`src/rtl/label_boundary_overlay_unit_macros.svh`:
```
// ----------------------------------------------------------------------------
// Assertion macros for the label boundary overlay unit
// Clocked checks with synchronous reset disable.
// ----------------------------------------------------------------------------
`ifndef LABEL_BOUNDARY_OVERLAY_UNIT_MACROS_SVH
`define LABEL_BOUNDARY_OVERLAY_UNIT_MACROS_SVH

// same-cycle implication
`define LBO_ASSERT_IMP(name, clk_s, rst_s, ante, cons) \
  name: assert property (@(posedge clk_s) disable iff (rst_s) (ante) |-> (cons)) \
    else $error("lbo check failed");

// next-cycle implication
`define LBO_ASSERT_NXT(name, clk_s, rst_s, ante, cons) \
  name: assert property (@(posedge clk_s) disable iff (rst_s) (ante) |=> (cons)) \
    else $error("lbo check failed");

`endif

```
`src/rtl/lbo_pkg.sv`:
```
// ----------------------------------------------------------------------------
// lbo_pkg
// Shared constants and types of the label boundary overlay unit.
// ----------------------------------------------------------------------------
package lbo_pkg;

  localparam int MAX_WIDTH  = 2048;
  localparam int COL_BITS   = $clog2(MAX_WIDTH);
  localparam int CFG_BITS   = 12;
  localparam int LABEL_BITS = 16;
  localparam int PIXEL_BITS = 32;

  // input beat: label then pixel, padded up to whole bytes
  localparam int S_TDATA_BITS = ((LABEL_BITS + PIXEL_BITS + 7) / 8) * 8;

  localparam logic [CFG_BITS-1:0] FRAME_WIDTH_RST  = CFG_BITS'(640);
  localparam logic [CFG_BITS-1:0] FRAME_HEIGHT_RST = CFG_BITS'(480);

  // bytes 0..2 of a marked pixel: B=0, G=0, R=255
  localparam logic [23:0] BOUNDARY_RGB = 24'hFF0000;

  typedef enum logic {
    OP_PIXEL = 1'b0,
    OP_FLUSH = 1'b1
  } op_t;

  typedef enum logic {
    REG_FRAME_WIDTH  = 1'b0,
    REG_FRAME_HEIGHT = 1'b1
  } reg_idx_t;

  // per-item decode made at acceptance
  typedef struct packed {
    logic [COL_BITS-1:0] col;
    logic                pixel_item;
    logic                has_result;
    logic                interior;
    logic                frame_end;
  } slot_t;

  // delayed write of the older label line
  typedef struct packed {
    logic                we;
    logic [COL_BITS-1:0] col;
  } older_wr_t;

  // compute stage status
  typedef struct packed {
    logic s1_valid;
    logic s1_adv;
  } stage_stat_t;

endpackage

```
`src/rtl/lbo_mark.sv`:
```
// ----------------------------------------------------------------------------
// lbo_mark
// Boundary test on the fetched neighbourhood and the result register.
// ----------------------------------------------------------------------------
module lbo_mark
  import lbo_pkg::*;
(
  input  logic                  clk,
  input  logic                  rst,
  input  logic                  accept,
  input  slot_t                 slot,
  input  logic [LABEL_BITS-1:0] lab,
  input  logic [PIXEL_BITS-1:0] rd_pixel,
  input  logic [LABEL_BITS-1:0] rd_mid,
  input  logic [LABEL_BITS-1:0] rd_right,
  input  logic [LABEL_BITS-1:0] rd_up,
  input  logic                  out_ready,
  output stage_stat_t           stat,
  output older_wr_t             older_wr,
  output logic                  out_valid,
  output logic [PIXEL_BITS-1:0] out_pixel,
  output logic                  out_boundary,
  output logic                  out_frame_end
);

  logic                  s1_valid;
  slot_t                 s1;
  logic [LABEL_BITS-1:0] s1_lab;
  logic [LABEL_BITS-1:0] left_label;
  logic                  s1_adv, in_ready, edge_hit;
  logic [PIXEL_BITS-1:0] marked;

  assign s1_adv   = s1_valid && (!s1.has_result || !out_valid || out_ready);
  assign in_ready = !s1_valid || s1_adv;

  assign stat.s1_valid = s1_valid;
  assign stat.s1_adv   = s1_adv;

  assign older_wr.we  = s1_adv && s1.pixel_item;
  assign older_wr.col = s1.col;

  // left neighbour is the previous pixel item's upper-row label at c-1
  assign edge_hit = s1.interior && ((rd_mid != rd_right) || (rd_mid != rd_up) ||
                                    (rd_mid != left_label) || (rd_mid != s1_lab));
  assign marked   = edge_hit ? {rd_pixel[PIXEL_BITS-1:24], BOUNDARY_RGB} : rd_pixel;

  always_ff @(posedge clk) begin
    if (rst) begin
      s1_valid <= 1'b0;
    end else if (in_ready) begin
      s1_valid <= accept;
    end
  end

  always_ff @(posedge clk) begin
    if (accept) begin
      s1     <= slot;
      s1_lab <= lab;
    end
    if (s1_adv && s1.pixel_item) begin
      left_label <= rd_mid;
    end
  end

  always_ff @(posedge clk) begin
    if (rst) begin
      out_valid <= 1'b0;
    end else if (s1_adv && s1.has_result) begin
      out_valid <= 1'b1;
    end else if (out_ready) begin
      out_valid <= 1'b0;
    end
  end

  always_ff @(posedge clk) begin
    if (s1_adv && s1.has_result) begin
      out_pixel     <= marked;
      out_boundary  <= edge_hit;
      out_frame_end <= s1.frame_end;
    end
  end

endmodule

```
`config.mk`:
```
export PLATFORM = sky130hd
export DESIGN_NAME = lbo_mark
export DESIGN_NICKNAME = d
export VERILOG_FILES = /design/src/rtl/label_boundary_overlay_unit_macros.svh /design/src/rtl/lbo_pkg.sv /design/src/rtl/lbo_mark.sv
export SDC_FILE = /design/constraint.sdc
export NUM_CORES = 1
export LEC_CHECK = 0
export BUFFER_PORTS_ARGS = -buffer_cell sky130_fd_sc_hd__buf_2
export CORE_MARGIN = 1.5
export CORE_UTILIZATION = 45
export CTS_CLUSTER_SIZE = 24
export DETAILED_ROUTE_END_ITERATION = 7
export MAX_ROUTING_LAYER = met4
export PLACE_DENSITY = 0.79
export SYNTH_ARGS = -nofsm -noshare
export SYNTH_HDL_FRONTEND = slang
export SYNTH_SLANG_ARGS = --single-unit
```
`constraint.sdc`:
```
create_clock -name clk -period 2.9 [get_ports clk]
set_input_delay 0.145 -clock clk [delete_from_list [all_inputs] [get_ports clk]]
set_output_delay 0.145 -clock clk [all_outputs]
set_load 0.01 [all_outputs]
```
== Word level (Yosys, flattened, before mapping) ==
Cells that the tools add are included.
Storage, ports and cells
  bits in registers: 83
  output and inout bits: 49
  word-level logic and storage cells: 33
Cells by class
  equal/unequal tests: 4
  mux-type cells: 2
  reduce and logical (&&, ||, !) cells: 14
Operator list (count)
  inequality test 16 bit: 4
  logical OR 1 bit: 6
  logical AND 1 bit: 4
  logical NOT 1 bit: 3
  2-to-1 mux 1 bit: 2
  nonzero test 2 bit: 1

== Longest topological paths before layout ==
  depth in word-level cells: 6
  gate-level depth with buffers: 7

== Least setup slack after synthesis ==
OpenSTA, ideal clock, no wires.
  path type: register to register
  from: register s1_lab[0]
  to: register out_pixel[19] (data pin)
  library setup time: 0.264 ns
  arrival time: 1.822 ns
  path slack: 0.815 ns
  stages on the path, launching flop included: 7
  path buffers: 2
  period minus slack after synthesis: 2.085 ns
  cells stage by stage: edfxtp_1 nor3_1 o22ai_1 or4_1 buf_2 buf_6 o41a_1
On the way
  cells in the longest elaborated chain, start to end: 3
Ends and longest elaborated chain
  from (decl): line lbo_mark.sv:28  | logic [LABEL_BITS-1:0] s1_lab;
  from (signal assigned): line lbo_mark.sv:58  | s1_lab <= lab;
  inequality test 16 bit: line lbo_mark.sv:44  | (rd_mid != left_label) || (rd_mid != s1_lab));
  logical OR 1 bit: line lbo_mark.sv:44
  logical AND 1 bit: line lbo_mark.sv:43  | assign edge_hit = s1.interior && ((rd_mid != rd_right) || (rd_mid != rd_up) ||
  to (signal assigned): line lbo_mark.sv:77  | out_pixel <= marked;
  to (decl): line lbo_mark.sv:21  | output logic [PIXEL_BITS-1:0] out_pixel,
Every way passes these cells.
A chain may end at the register's enable or synchronous reset.

== Worst setup path in the final report ==
  from: register s1_lab[0]
  to: register out_pixel[20] (data pin)
The elaborated chain is that of the path after synthesis.

==> impl_metrics.json <==
{
  "finalCritPeriodShare_pct": 80.6,
  "root_buffer": "clkbuf_8",
  "setup_ws_ns": 0.564,
  "drt_iter0_drc": 132,
  "initial_core_util_pct": 46.2,
  "synthCells": 289,
  "ys_seq_area_share_pct": 61.3,
  "cts_tree": "done",
  "cts.htree.levels": 3,
  "start_kind": "register",
  "combPwrFrac_pct": 12.9,
  "hold_viol": 0,
  "synth_common_cells": "edfxtp_1 (81), nand4_1 (29), xnor2_1 (28)",
  "critical_path_class": "register to register",
  "intPower_w": 0.00214,
  "overflow": 0,
  "fillers": 667,
  "ioPinCount": 164,
  "tightestPinTransition_ns": 0.837,
  "synth_area_leaders": "edfxtp_1 (60%), o41ai_2 (6.5%), xnor2_1 (6.1%)",
  "async_reset_ff_share_pct": 0,
  "yosysUniqueCellTypes": 32,
  "clock_skew_ns": 0.00562,
  "grt.total_usage_pct": 21.7,
  "gp_congestion": 0.932,
  "synth_nets": 404,
  "antenna_found_initial": 1,
  "cp.arrival_ns": 2.43,
  "path_clk_slew_ns": 0.08,
  "slew_viol_final": 0,
  "dieArea_sq_um": 9540,
  "period_needed_ns": 2.34,
  "placed_area_sq_um": 4830,
  "drt_first_pass_iters": 4,
  "clock.fmax_ghz": 0.428,
  "yosysMostFrequentCell": "edfxtp_1",
  "numPortBuffers": 163,
  "ctsResizeCount": 0,
  "hpwl_um": 6980,
  "synth-seq-cells": 83,
  "max_slew_margin_pct": 44.2,
  "worstSkewPairLatency_ns": 0.34,
  "status": "completed",
  "dr_total_vias": 3261,
  "syn_avg_cell_area_sq_um": 14.0,
  "yosysTopAreaCell": "edfxtp_1",
  "critPathMaxFanout": 24,
  "end_kind": "register",
  "grt_pass1_vias": 3307,
  "postRouteAntennaNets": 0,
  "required_ns": 2.99,
  "synth_warnings": 0,
  "core_area_sq_um": 8720,
  "cts_sinks": 83,
  "die_height_um": 97.7,
  "grt_pass1_wl_um": 15900,
  "die_w_um": 97.7,
  "rows": 34,
  "ir_drop_uv": 263,
  "cap_violations": 0,
  "drt-total-wl_um": 9830,
  "dp_slack_ns": 0.583,
  "power_density_nw_per_um2": 501,
  "p_leak_nw": 2.10,
  "place_inst": 534,
  "wl_per_cell_um": 16.6,
  "drc_errors": 0,
  "syn_area_sq_um": 4030,
  "synth_edf_count": 81,
  "synth.top_cell.area_share_pct": 60.3,
  "utilization_pct": 62.8,
  "grt_start_max_net_pins": 35,
  "synth_ff_type": "edfxtp_1",
  "cts_buffers": 9,
  "finalSetupTns_ns": 0,
  "seqPwrFrac_pct": 51.3,
  "cts_hold_buf": 41,
  "pwr-share-clk_pct": 35.7,
  "hold_class": "input pin to register",
  "drive_gt1_share_pct": 43.5,
  "p_sw_share_pct": 22.1,
  "final_nets": 593,
  "areaGrowthSynthToFinish_pct": 35.9,
  "clockBufferDepth": 2,
  "vias_per_cell": 5.51,
  "rsz0062_at_grt": "false",
  "post_cts_buffers": 0,
  "stdcell_count": 592,
  "design_area_sq_um": 5480,
  "setup_violations": 0,
  "p_sw_w": 0.000607
}
==> placed cells by master (no fill, tap or decap), drive strengths merged, types with 2 or more instances in the layout <==
cell and instances:
and3 11, and4 6, buf 169, bufinv 3, clkbuf 11, clkinv 2
dfxtp 2, dlygate4sd3 41, edfxtp 81, nand2 17, nand4 29, nand4b 8
nor2 2, nor3 9, nor4 7, o22ai 9, o2bb2ai 3, o41a 8
o41ai 16, or2 8, or4 4, xnor2 28
==> per-stage QoR <==
step                hold WS [ns]  total power, W
floorplan                  0.217         0.00160
global placement           0.321         0.00174
detailed placement         0.324         0.00175
CTS                      0.00917         0.00277
global route              0.0121         0.00285
finish                    0.0293         0.00275
==> worst max-delay path, stage by stage (launching register included) <==
cell      delay (ns)
edfxtp_1        0.39
nor3_1          0.30
o22ai_1         0.11
or4_1           0.57
buf_4           0.27
o41a_1          0.44
==> kinds of logic (layout without fill, tap and decap cells) <==
family | Yosys count | count (layout) | share of synthesized area, %
AOI/OAI and AO/OA | 41 | 41 | 11.6
xor gates and xnor gates | 28 | 28 | 6.08
buffers and inverters | 33 | 227 | 5.06
DFF | 83 | 83 | 61.3
muxes | 1 | 1 | 0.248
other | 0 | 1 | 0
and+or+nand+nor | 103 | 103 | 15.7
==> final timing paths <==
path	from	to	slack (ns)	cells after the start
hold / removal	rd_mid[3]	left_label[3]	0.03	1
setup / recovery	s1_lab[0]	out_pixel[20]	0.56	5
hold reg to reg	s1[0]	out_frame_end	0.44	0
setup reg to reg	s1_lab[0]	out_pixel[20]	0.56	5
==> metal layers <==
layer	up-vias	wire length, um	global-route usage (%)
met3	18	632	3.60
met4	0	232	9.23
met1	1539	4040	26.6
met5	-	0	-
li1	1539	-	-
met2	165	4930	35.8
==> registers in the layout (all words and copies together) (netlist names) <==
register and count:
out_pixel 32, left_label 16, s1_lab 16, older_wr 11
s1 4, out_boundary 1, out_frame_end 1, out_valid 1
s1_valid 1
==> power groups by stage <==
stage / combinational [W] / clock (W) / sequential (W)
floorplan: 0.000158 / 0 / 0.00144
global placement: 0.000305 / 0 / 0.00143
detailed placement: 0.000311 / 0 / 0.00144
CTS: 0.000355 / 0.00100 / 0.00141
global route: 0.000389 / 0.00104 / 0.00142
finish: 0.000355 / 0.000981 / 0.00141
==> layout make-up <==
type                    instances  area, sq um  share of cell area [%]
flip-flops and latches         83         2470                    45.1
multi-input cells             173         1360                    24.8
repair buffers                210         1270                    23.2
well taps                     108          135                    2.47
clock buffers                  11          131                    2.40
clock inverters                 5          103                    1.87
inverters                       1         3.75                  0.0685
diodes                          1         2.50                  0.0457
Power figures use the tool's default switching activity.
