--- src/rtl/label_boundary_overlay_unit_macros.svh ---
// ----------------------------------------------------------------------------
// Assertion macros for the label boundary overlay unit
// Clocked checks with synchronous reset disable.
// ----------------------------------------------------------------------------
`ifndef LABEL_BOUNDARY_OVERLAY_UNIT_MACROS_SVH
`define LABEL_BOUNDARY_OVERLAY_UNIT_MACROS_SVH

// same-cycle implication
`define LBO_ASSERT_IMP(name, clk_s, rst_s, ante, cons) \
  name: assert property (@(posedge clk_s) disable iff (rst_s) (ante) |-> (cons)) \
    else $error("lbo check failed");

// next-cycle implication
`define LBO_ASSERT_NXT(name, clk_s, rst_s, ante, cons) \
  name: assert property (@(posedge clk_s) disable iff (rst_s) (ante) |=> (cons)) \
    else $error("lbo check failed");

`endif

--- src/rtl/lbo_pkg.sv ---
// ----------------------------------------------------------------------------
// lbo_pkg
// Shared constants and types of the label boundary overlay unit.
// ----------------------------------------------------------------------------
package lbo_pkg;

  localparam int MAX_WIDTH  = 2048;
  localparam int COL_BITS   = $clog2(MAX_WIDTH);
  localparam int CFG_BITS   = 12;
  localparam int LABEL_BITS = 16;
  localparam int PIXEL_BITS = 32;

  // input beat: label then pixel, padded up to whole bytes
  localparam int S_TDATA_BITS = ((LABEL_BITS + PIXEL_BITS + 7) / 8) * 8;

  localparam logic [CFG_BITS-1:0] FRAME_WIDTH_RST  = CFG_BITS'(640);
  localparam logic [CFG_BITS-1:0] FRAME_HEIGHT_RST = CFG_BITS'(480);

  // bytes 0..2 of a marked pixel: B=0, G=0, R=255
  localparam logic [23:0] BOUNDARY_RGB = 24'hFF0000;

  typedef enum logic {
    OP_PIXEL = 1'b0,
    OP_FLUSH = 1'b1
  } op_t;

  typedef enum logic {
    REG_FRAME_WIDTH  = 1'b0,
    REG_FRAME_HEIGHT = 1'b1
  } reg_idx_t;

  // per-item decode made at acceptance
  typedef struct packed {
    logic [COL_BITS-1:0] col;
    logic                pixel_item;
    logic                has_result;
    logic                interior;
    logic                frame_end;
  } slot_t;

  // delayed write of the older label line
  typedef struct packed {
    logic                we;
    logic [COL_BITS-1:0] col;
  } older_wr_t;

  // compute stage status
  typedef struct packed {
    logic s1_valid;
    logic s1_adv;
  } stage_stat_t;

endpackage

--- src/rtl/lbo_seq.sv ---
// ----------------------------------------------------------------------------
// lbo_seq
// Raster position counters, drain state and per-item decode.
// ----------------------------------------------------------------------------
module lbo_seq
  import lbo_pkg::*;
(
  input  logic                clk,
  input  logic                rst,
  input  logic                accept,
  input  logic                op,
  input  logic [CFG_BITS-1:0] frame_width,
  input  logic [CFG_BITS-1:0] frame_height,
  output slot_t               slot
);

  localparam logic [CFG_BITS-1:0] MAX_W = CFG_BITS'(MAX_WIDTH);

  logic [COL_BITS-1:0] column_count, column_count_next;
  logic [CFG_BITS-1:0] row_count, row_count_next;
  logic                draining, draining_next;

  logic [CFG_BITS-1:0] w, h, col_ext, c12, r;
  logic [COL_BITS-1:0] base_col;
  logic [CFG_BITS-1:0] base_row;
  logic                is_flush, last_col, last_row;

  always_comb begin
    is_flush = (op_t'(op) == OP_FLUSH);

    if (frame_width == '0) begin
      w = CFG_BITS'(1);
    end else if (frame_width > MAX_W) begin
      w = MAX_W;
    end else begin
      w = frame_width;
    end
    h = (frame_height == '0) ? CFG_BITS'(1) : frame_height;

    // a pixel item during a drain restarts the frame
    base_col = (!is_flush && draining) ? '0 : column_count;
    base_row = (!is_flush && draining) ? '0 : row_count;

    col_ext  = CFG_BITS'(base_col);
    c12      = (col_ext < w) ? col_ext : w - CFG_BITS'(1);
    r        = (base_row < h) ? base_row : h - CFG_BITS'(1);
    last_col = (c12 == w - CFG_BITS'(1));
    last_row = (r == h - CFG_BITS'(1));

    slot.col        = c12[COL_BITS-1:0];
    slot.pixel_item = !is_flush;
    if (is_flush) begin
      slot.has_result = draining;
      slot.interior   = 1'b0;
      slot.frame_end  = last_col;
    end else begin
      slot.has_result = (r != '0);
      slot.interior   = (r >= CFG_BITS'(2)) && (c12 != '0) && !last_col;
      slot.frame_end  = 1'b0;
    end

    column_count_next = column_count;
    row_count_next    = row_count;
    draining_next     = draining;
    if (is_flush) begin
      if (draining) begin
        if (last_col) begin
          draining_next     = 1'b0;
          column_count_next = '0;
          row_count_next    = '0;
        end else begin
          column_count_next = slot.col + COL_BITS'(1);
        end
      end
    end else begin
      draining_next = 1'b0;
      if (last_col) begin
        column_count_next = '0;
        if (last_row) begin
          draining_next  = 1'b1;
          row_count_next = '0;
        end else begin
          row_count_next = r + CFG_BITS'(1);
        end
      end else begin
        column_count_next = slot.col + COL_BITS'(1);
        row_count_next    = r;
      end
    end
  end

  always_ff @(posedge clk) begin
    if (rst) begin
      column_count <= '0;
      row_count    <= '0;
      draining     <= 1'b0;
    end else if (accept) begin
      column_count <= column_count_next;
      row_count    <= row_count_next;
      draining     <= draining_next;
    end
  end

endmodule

--- config.mk ---
export PLATFORM = sky130hd
export DESIGN_NAME = lbo_seq
export DESIGN_NICKNAME = d
export VERILOG_FILES = /design/src/rtl/label_boundary_overlay_unit_macros.svh /design/src/rtl/lbo_pkg.sv /design/src/rtl/lbo_seq.sv
export SDC_FILE = /design/constraint.sdc
export NUM_CORES = 1
export LEC_CHECK = 0
export BUFFER_PORTS_ARGS = -buffer_cell sky130_fd_sc_hd__clkbuf_2
export CORE_MARGIN = 2
export CORE_UTILIZATION = 35
export CTS_CLUSTER_DIAMETER = 50
export CTS_CLUSTER_SIZE = 10
export DETAILED_ROUTE_END_ITERATION = 10
export PLACE_DENSITY = 0.55
export SYNTH_ARGS = -nofsm -noshare
export SYNTH_HDL_FRONTEND = slang
export SYNTH_SLANG_ARGS = --single-unit
--- constraint.sdc ---
create_clock -name clk -period 7.8 [get_ports clk]
set_input_delay 1.56 -clock clk [delete_from_list [all_inputs] [get_ports clk]]
set_output_delay 1.56 -clock clk [all_outputs]
set_load 0.02 [all_outputs]
Yosys cells after proc, flatten, opt, wreduce, memory -nomap -nowiden
Index checks and enable logic that the tools add are counted. Widths: inputs -> output; s select.

Output and inout port bits: 15. Input port bits: 28. Bits in registers: 24. Word-level logic and storage cells: 47.

Multiplexer cells: 21. Eq/ne operators: 4. $add $sub $neg: 4. Magnitude comparators: 4. Reduce and logical (&&, ||, !) cells: 11.

Operators with widths (count): $mux 12 (11); $mux 11 (4); $eq 12x12->1 (2); $logic_not 12->1 (2); $reduce_bool 12->1 (2); $sub 12x1->12 const B (2); $add 12x1->12 const B (1); $ge 12x2->1 const B (1); $gt 12x12->1 const B (1); $lt 11x12->1 (1); $lt 12x12->1 (1); $add 11x1->11 const B (1); $mux 1 (5); $ne 2x1->1 const B (2); $logic_and 1x1->1 (3); $mux 3 (1); $reduce_and 3->1 (1); $logic_not 1->1 (2); $reduce_and 2->1 (1).

Longest topological paths before layout
Depth after elaboration: 9. Gate-level depth with buffers: 22. Mapped depth without buffers: 17.

Least setup slack after synthesis
OpenSTA, ideal clock, no wires.

Path kind: input to output. Start: in op. End: out slot[1] in the netlist's numbering. Path buffers: 4. Stages: 17. Data required time: 6.240 ns. Data arrival time: 4.970 ns. Path slack: 1.270 ns. Cells stage by stage: nand2b_1 > buf_2 > buf_2 > buf_1 > nand2_1 > inv_1 > ha_1 > nand4_1 > nor2_1 > o2111ai_1 > o21ai_1 > clkbuf_1 > nor2_1 > a21oi_1 > nor4_1 > a41oi_1 > o311a_1.

RTL lines: start, declared (RTL line lbo_seq.sv:11) `input logic op,`; end, declared (RTL line lbo_seq.sv:14) `output slot_t slot`.

==> flow_metrics.tcl <==
set metrics [dict create \
    ir_worst_vdd_mv 0.0562 \
    hold_viol 0 \
    port_buffers 42 \
    worst_slew_pin_slew_ns 1.08 \
    p_leak_nw 1.70 \
    clock_skew_ns 0.00370 \
    period_minus_slack_ns 7.16 \
    route.detailed.drc 0 \
    routed_via_density 6.03 \
    max_freq_mhz 140 \
    yosysMostFrequentCell "nand2_1" \
    end_kind "output port" \
    ioPinCount 43 \
    ys_ff_latch 24 \
    cts_tree "done" \
    dp.cells 719 \
    core_area_sq_um 10800 \
    synth.distinct_cells 74 \
    yosys-top-cells-count "nand2_1, inv_1, a21oi_1, nor2_1, nand3_1" \
    synth_ff_type "dfxtp_1" \
    first_global_vias 4036 \
    synth_nets 615 \
    required_ns 6.24 \
    place.gp.congestion 0.953 \
    wl_per_cell_um 18.0 \
    post-place-ws_ns 0.601 \
    slew_headroom_pct 28.1 \
    hpwlAfterDp_um 10400 \
    die_h_um 109 \
    cts_hold_buf 0 \
    setup_viol 0 \
    hp-class "reg -> reg" \
    worstSkewPairLatency_ns 0.27 \
    p_sw_share_pct 34.3 \
    cts.htree.levels 1 \
    setup-tns-final_ns 0 \
    fin_ws_ns 0.641 \
    synth_area_sq_um 3850 \
    power_frac_clock_pct 31.1 \
    dieArea_sq_um 11900 \
    synth_area_per_cell_sq_um 6.89 \
    synth_mux_area_share_pct 5.88 \
    synth_top_area_cell "dfxtp_1" \
    rows 38 \
    synthAdderAreaFrac_pct 9.09 \
    drt_iter0_drc 439 \
    drive_gt1_share_pct 13.0 \
    grt_pass1_wl_um 20800 \
    seqPwrFrac_pct 35.4 \
    rsz0062_at_grt "false" \
    worstPathArrival_ns 5.60 \
    area_growth_pct 9.91 \
    cts_root_buffer "clkbuf_8" \
    start_util_pct 35.7 \
    max-cap-violations 0 \
    yosys_warnings 0 \
    num_vias 4362 \
    internal_power_uw 232 \
    synth_top_family_by_area "compound AO/OA/AOI/OAI gates" \
    fin_crit_sh_pct 91.8 \
    cp_max_fo 24 \
    track_usage_pct 22.1 \
    synthDominantCellAreaShare_pct 12.5 \
    die_x_um 109 \
    ctsResizeCount 0 \
    whs_path_depth 2 \
    synthArstFlopShare_pct 0 \
    antenna_left 0 \
    combPwrFrac_pct 33.5 \
    yosys-top-cells-area "dfxtp_1, ha_1, nand2_1, a21oi_1, inv_1" \
    yosysSeqAreaShare_pct 12.5 \
    setup.worst_path.class "in -> out" \
    synthXorXnorAreaFrac_pct 5.46 \
    cts_setup_buffers 0 \
    outcome "finished, final reports clean" \
    power.total_uw 354 \
    slew_viol_final 0 \
    drt-pass1-iter-count 5 \
    cts_sinks 24 \
    synthSimpleGateAreaFrac_pct 28.7 \
    antenna_found_initial 0 \
    final_nets 640 \
    grt_overflow 0 \
    start_kind "primary input" \
    synth_edf_count 0 \
    synthCells 559 \
    cts_buffer_depth 2 \
    grt_max_degree 25 \
    insertedDiodeCount 0 \
    clk_pin_slew_ns 0.09 \
    layout.cells.non_filler 723 \
    reg2reg_depth 17 \
    final_util_pct 39.2 \
    detail_route.wirelength_um 13000 \
    p_per_area_nw_per_um2 83.6 \
    synth_compound_area_share_pct 30.5 \
    numCtsBuffers 3 \
    p_sw_uw 121 \
]
==> final timing paths <==
path,startpoint,endpoint,slack (ns)
max,op,slot[1],0.64
min,column_count[3],column_count[3],0.48
min reg2reg,column_count[3],column_count[3],0.48
max reg2reg,draining,row_count[8],2.52
==> critical path, cell delays in order <==
cell and delay [ns]:
clkbuf_2 0.14, nand2b_1 0.36, nand2_1 0.37, inv_1 0.09, ha_1 0.34, nand4b_1 0.14, nor2_1 0.14, o2111ai_1 0.18
o21ai_2 0.88, nor2_1 0.11, a21oi_1 0.44, nor4_1 0.15, a41oi_1 0.32, o311a_1 0.21, clkbuf_2 0.16
==> stage by stage <==
stage	hold WS [ns]	cell area (sq um)
6_report	0.478	4230
5_1_grt	0.503	4230
4_1_cts	0.483	4230
3_5_place_dp	0.470	4160
3_3_place_gp	0.463	4160
2_1_floorplan	0.432	3850
==> cell families (layout without fill, tap and decap cells) <==
| group | count (synthesis) | after routing |
|---|---|---|
| AOI/OAI and AO/OA | 166 | 166 |
| xor gates and xnor gates | 24 | 24 |
| adders and majority gates | 28 | 28 |
| buffers and inverters | 77 | 101 |
| DFF | 24 | 24 |
| muxes | 22 | 22 |
| and+or+nand+nor | 218 | 218 |
==> per-layer routing <==
metal  GRT usage, %  part of all wire [%]  vias to the layer above
met5              0                     0                        -
met4           7.23                   2.8                        0
met3           1.67                   5.8                       30
met2           38.6                    49                      181
met1           28.5                    42                     2023
li1               -                     -                     2128
==> cells in the final DEF, fill, tap and decap left out, types with 5 or more instances in the layout <==
master and count:
or3_1 7, nand4_1 7, xor2_1 10, inv_1 50, o31ai_1 12, nor3_1 16, or4_1 5, and2_1 7
o211ai_1 19, mux2i_1 17, dfxtp_1 24, buf_4 5, o21ai_0 25, a21o_1 6, mux2_2 5, a221oi_1 5
a21oi_1 40, nor4_1 11, nand2_1 59, clkbuf_2 42, nor2_1 40, nand2b_1 7, nand3_1 31, ha_1 28
xnor2_1 14
==> state kept, by name, indices dropped and copies added, names as in the netlist <==
signal        count
draining          1
row_count        12
column_count     11
==> power groups by stage <==
stage / Combinational (mW) / Clock (mW) / Sequential (mW)
3_3_place_gp: 0.117 / 0 / 0.128
3_5_place_dp: 0.117 / 0 / 0.128
4_1_cts: 0.117 / 0.113 / 0.125
5_1_grt: 0.131 / 0.118 / 0.125
2_1_floorplan: 0.0792 / 0 / 0.127
6_report: 0.119 / 0.110 / 0.125
==> cell type report <==
class	instances	area, sq um
inverter	50	188
tap	140	175
timing repair buffer	47	248
clock buffer	3	41.3
sequential	24	480
fill	1158	6560
clock inverter	1	30.0
multi-input combinational	458	3070
(Power assumes the default switching activity.)
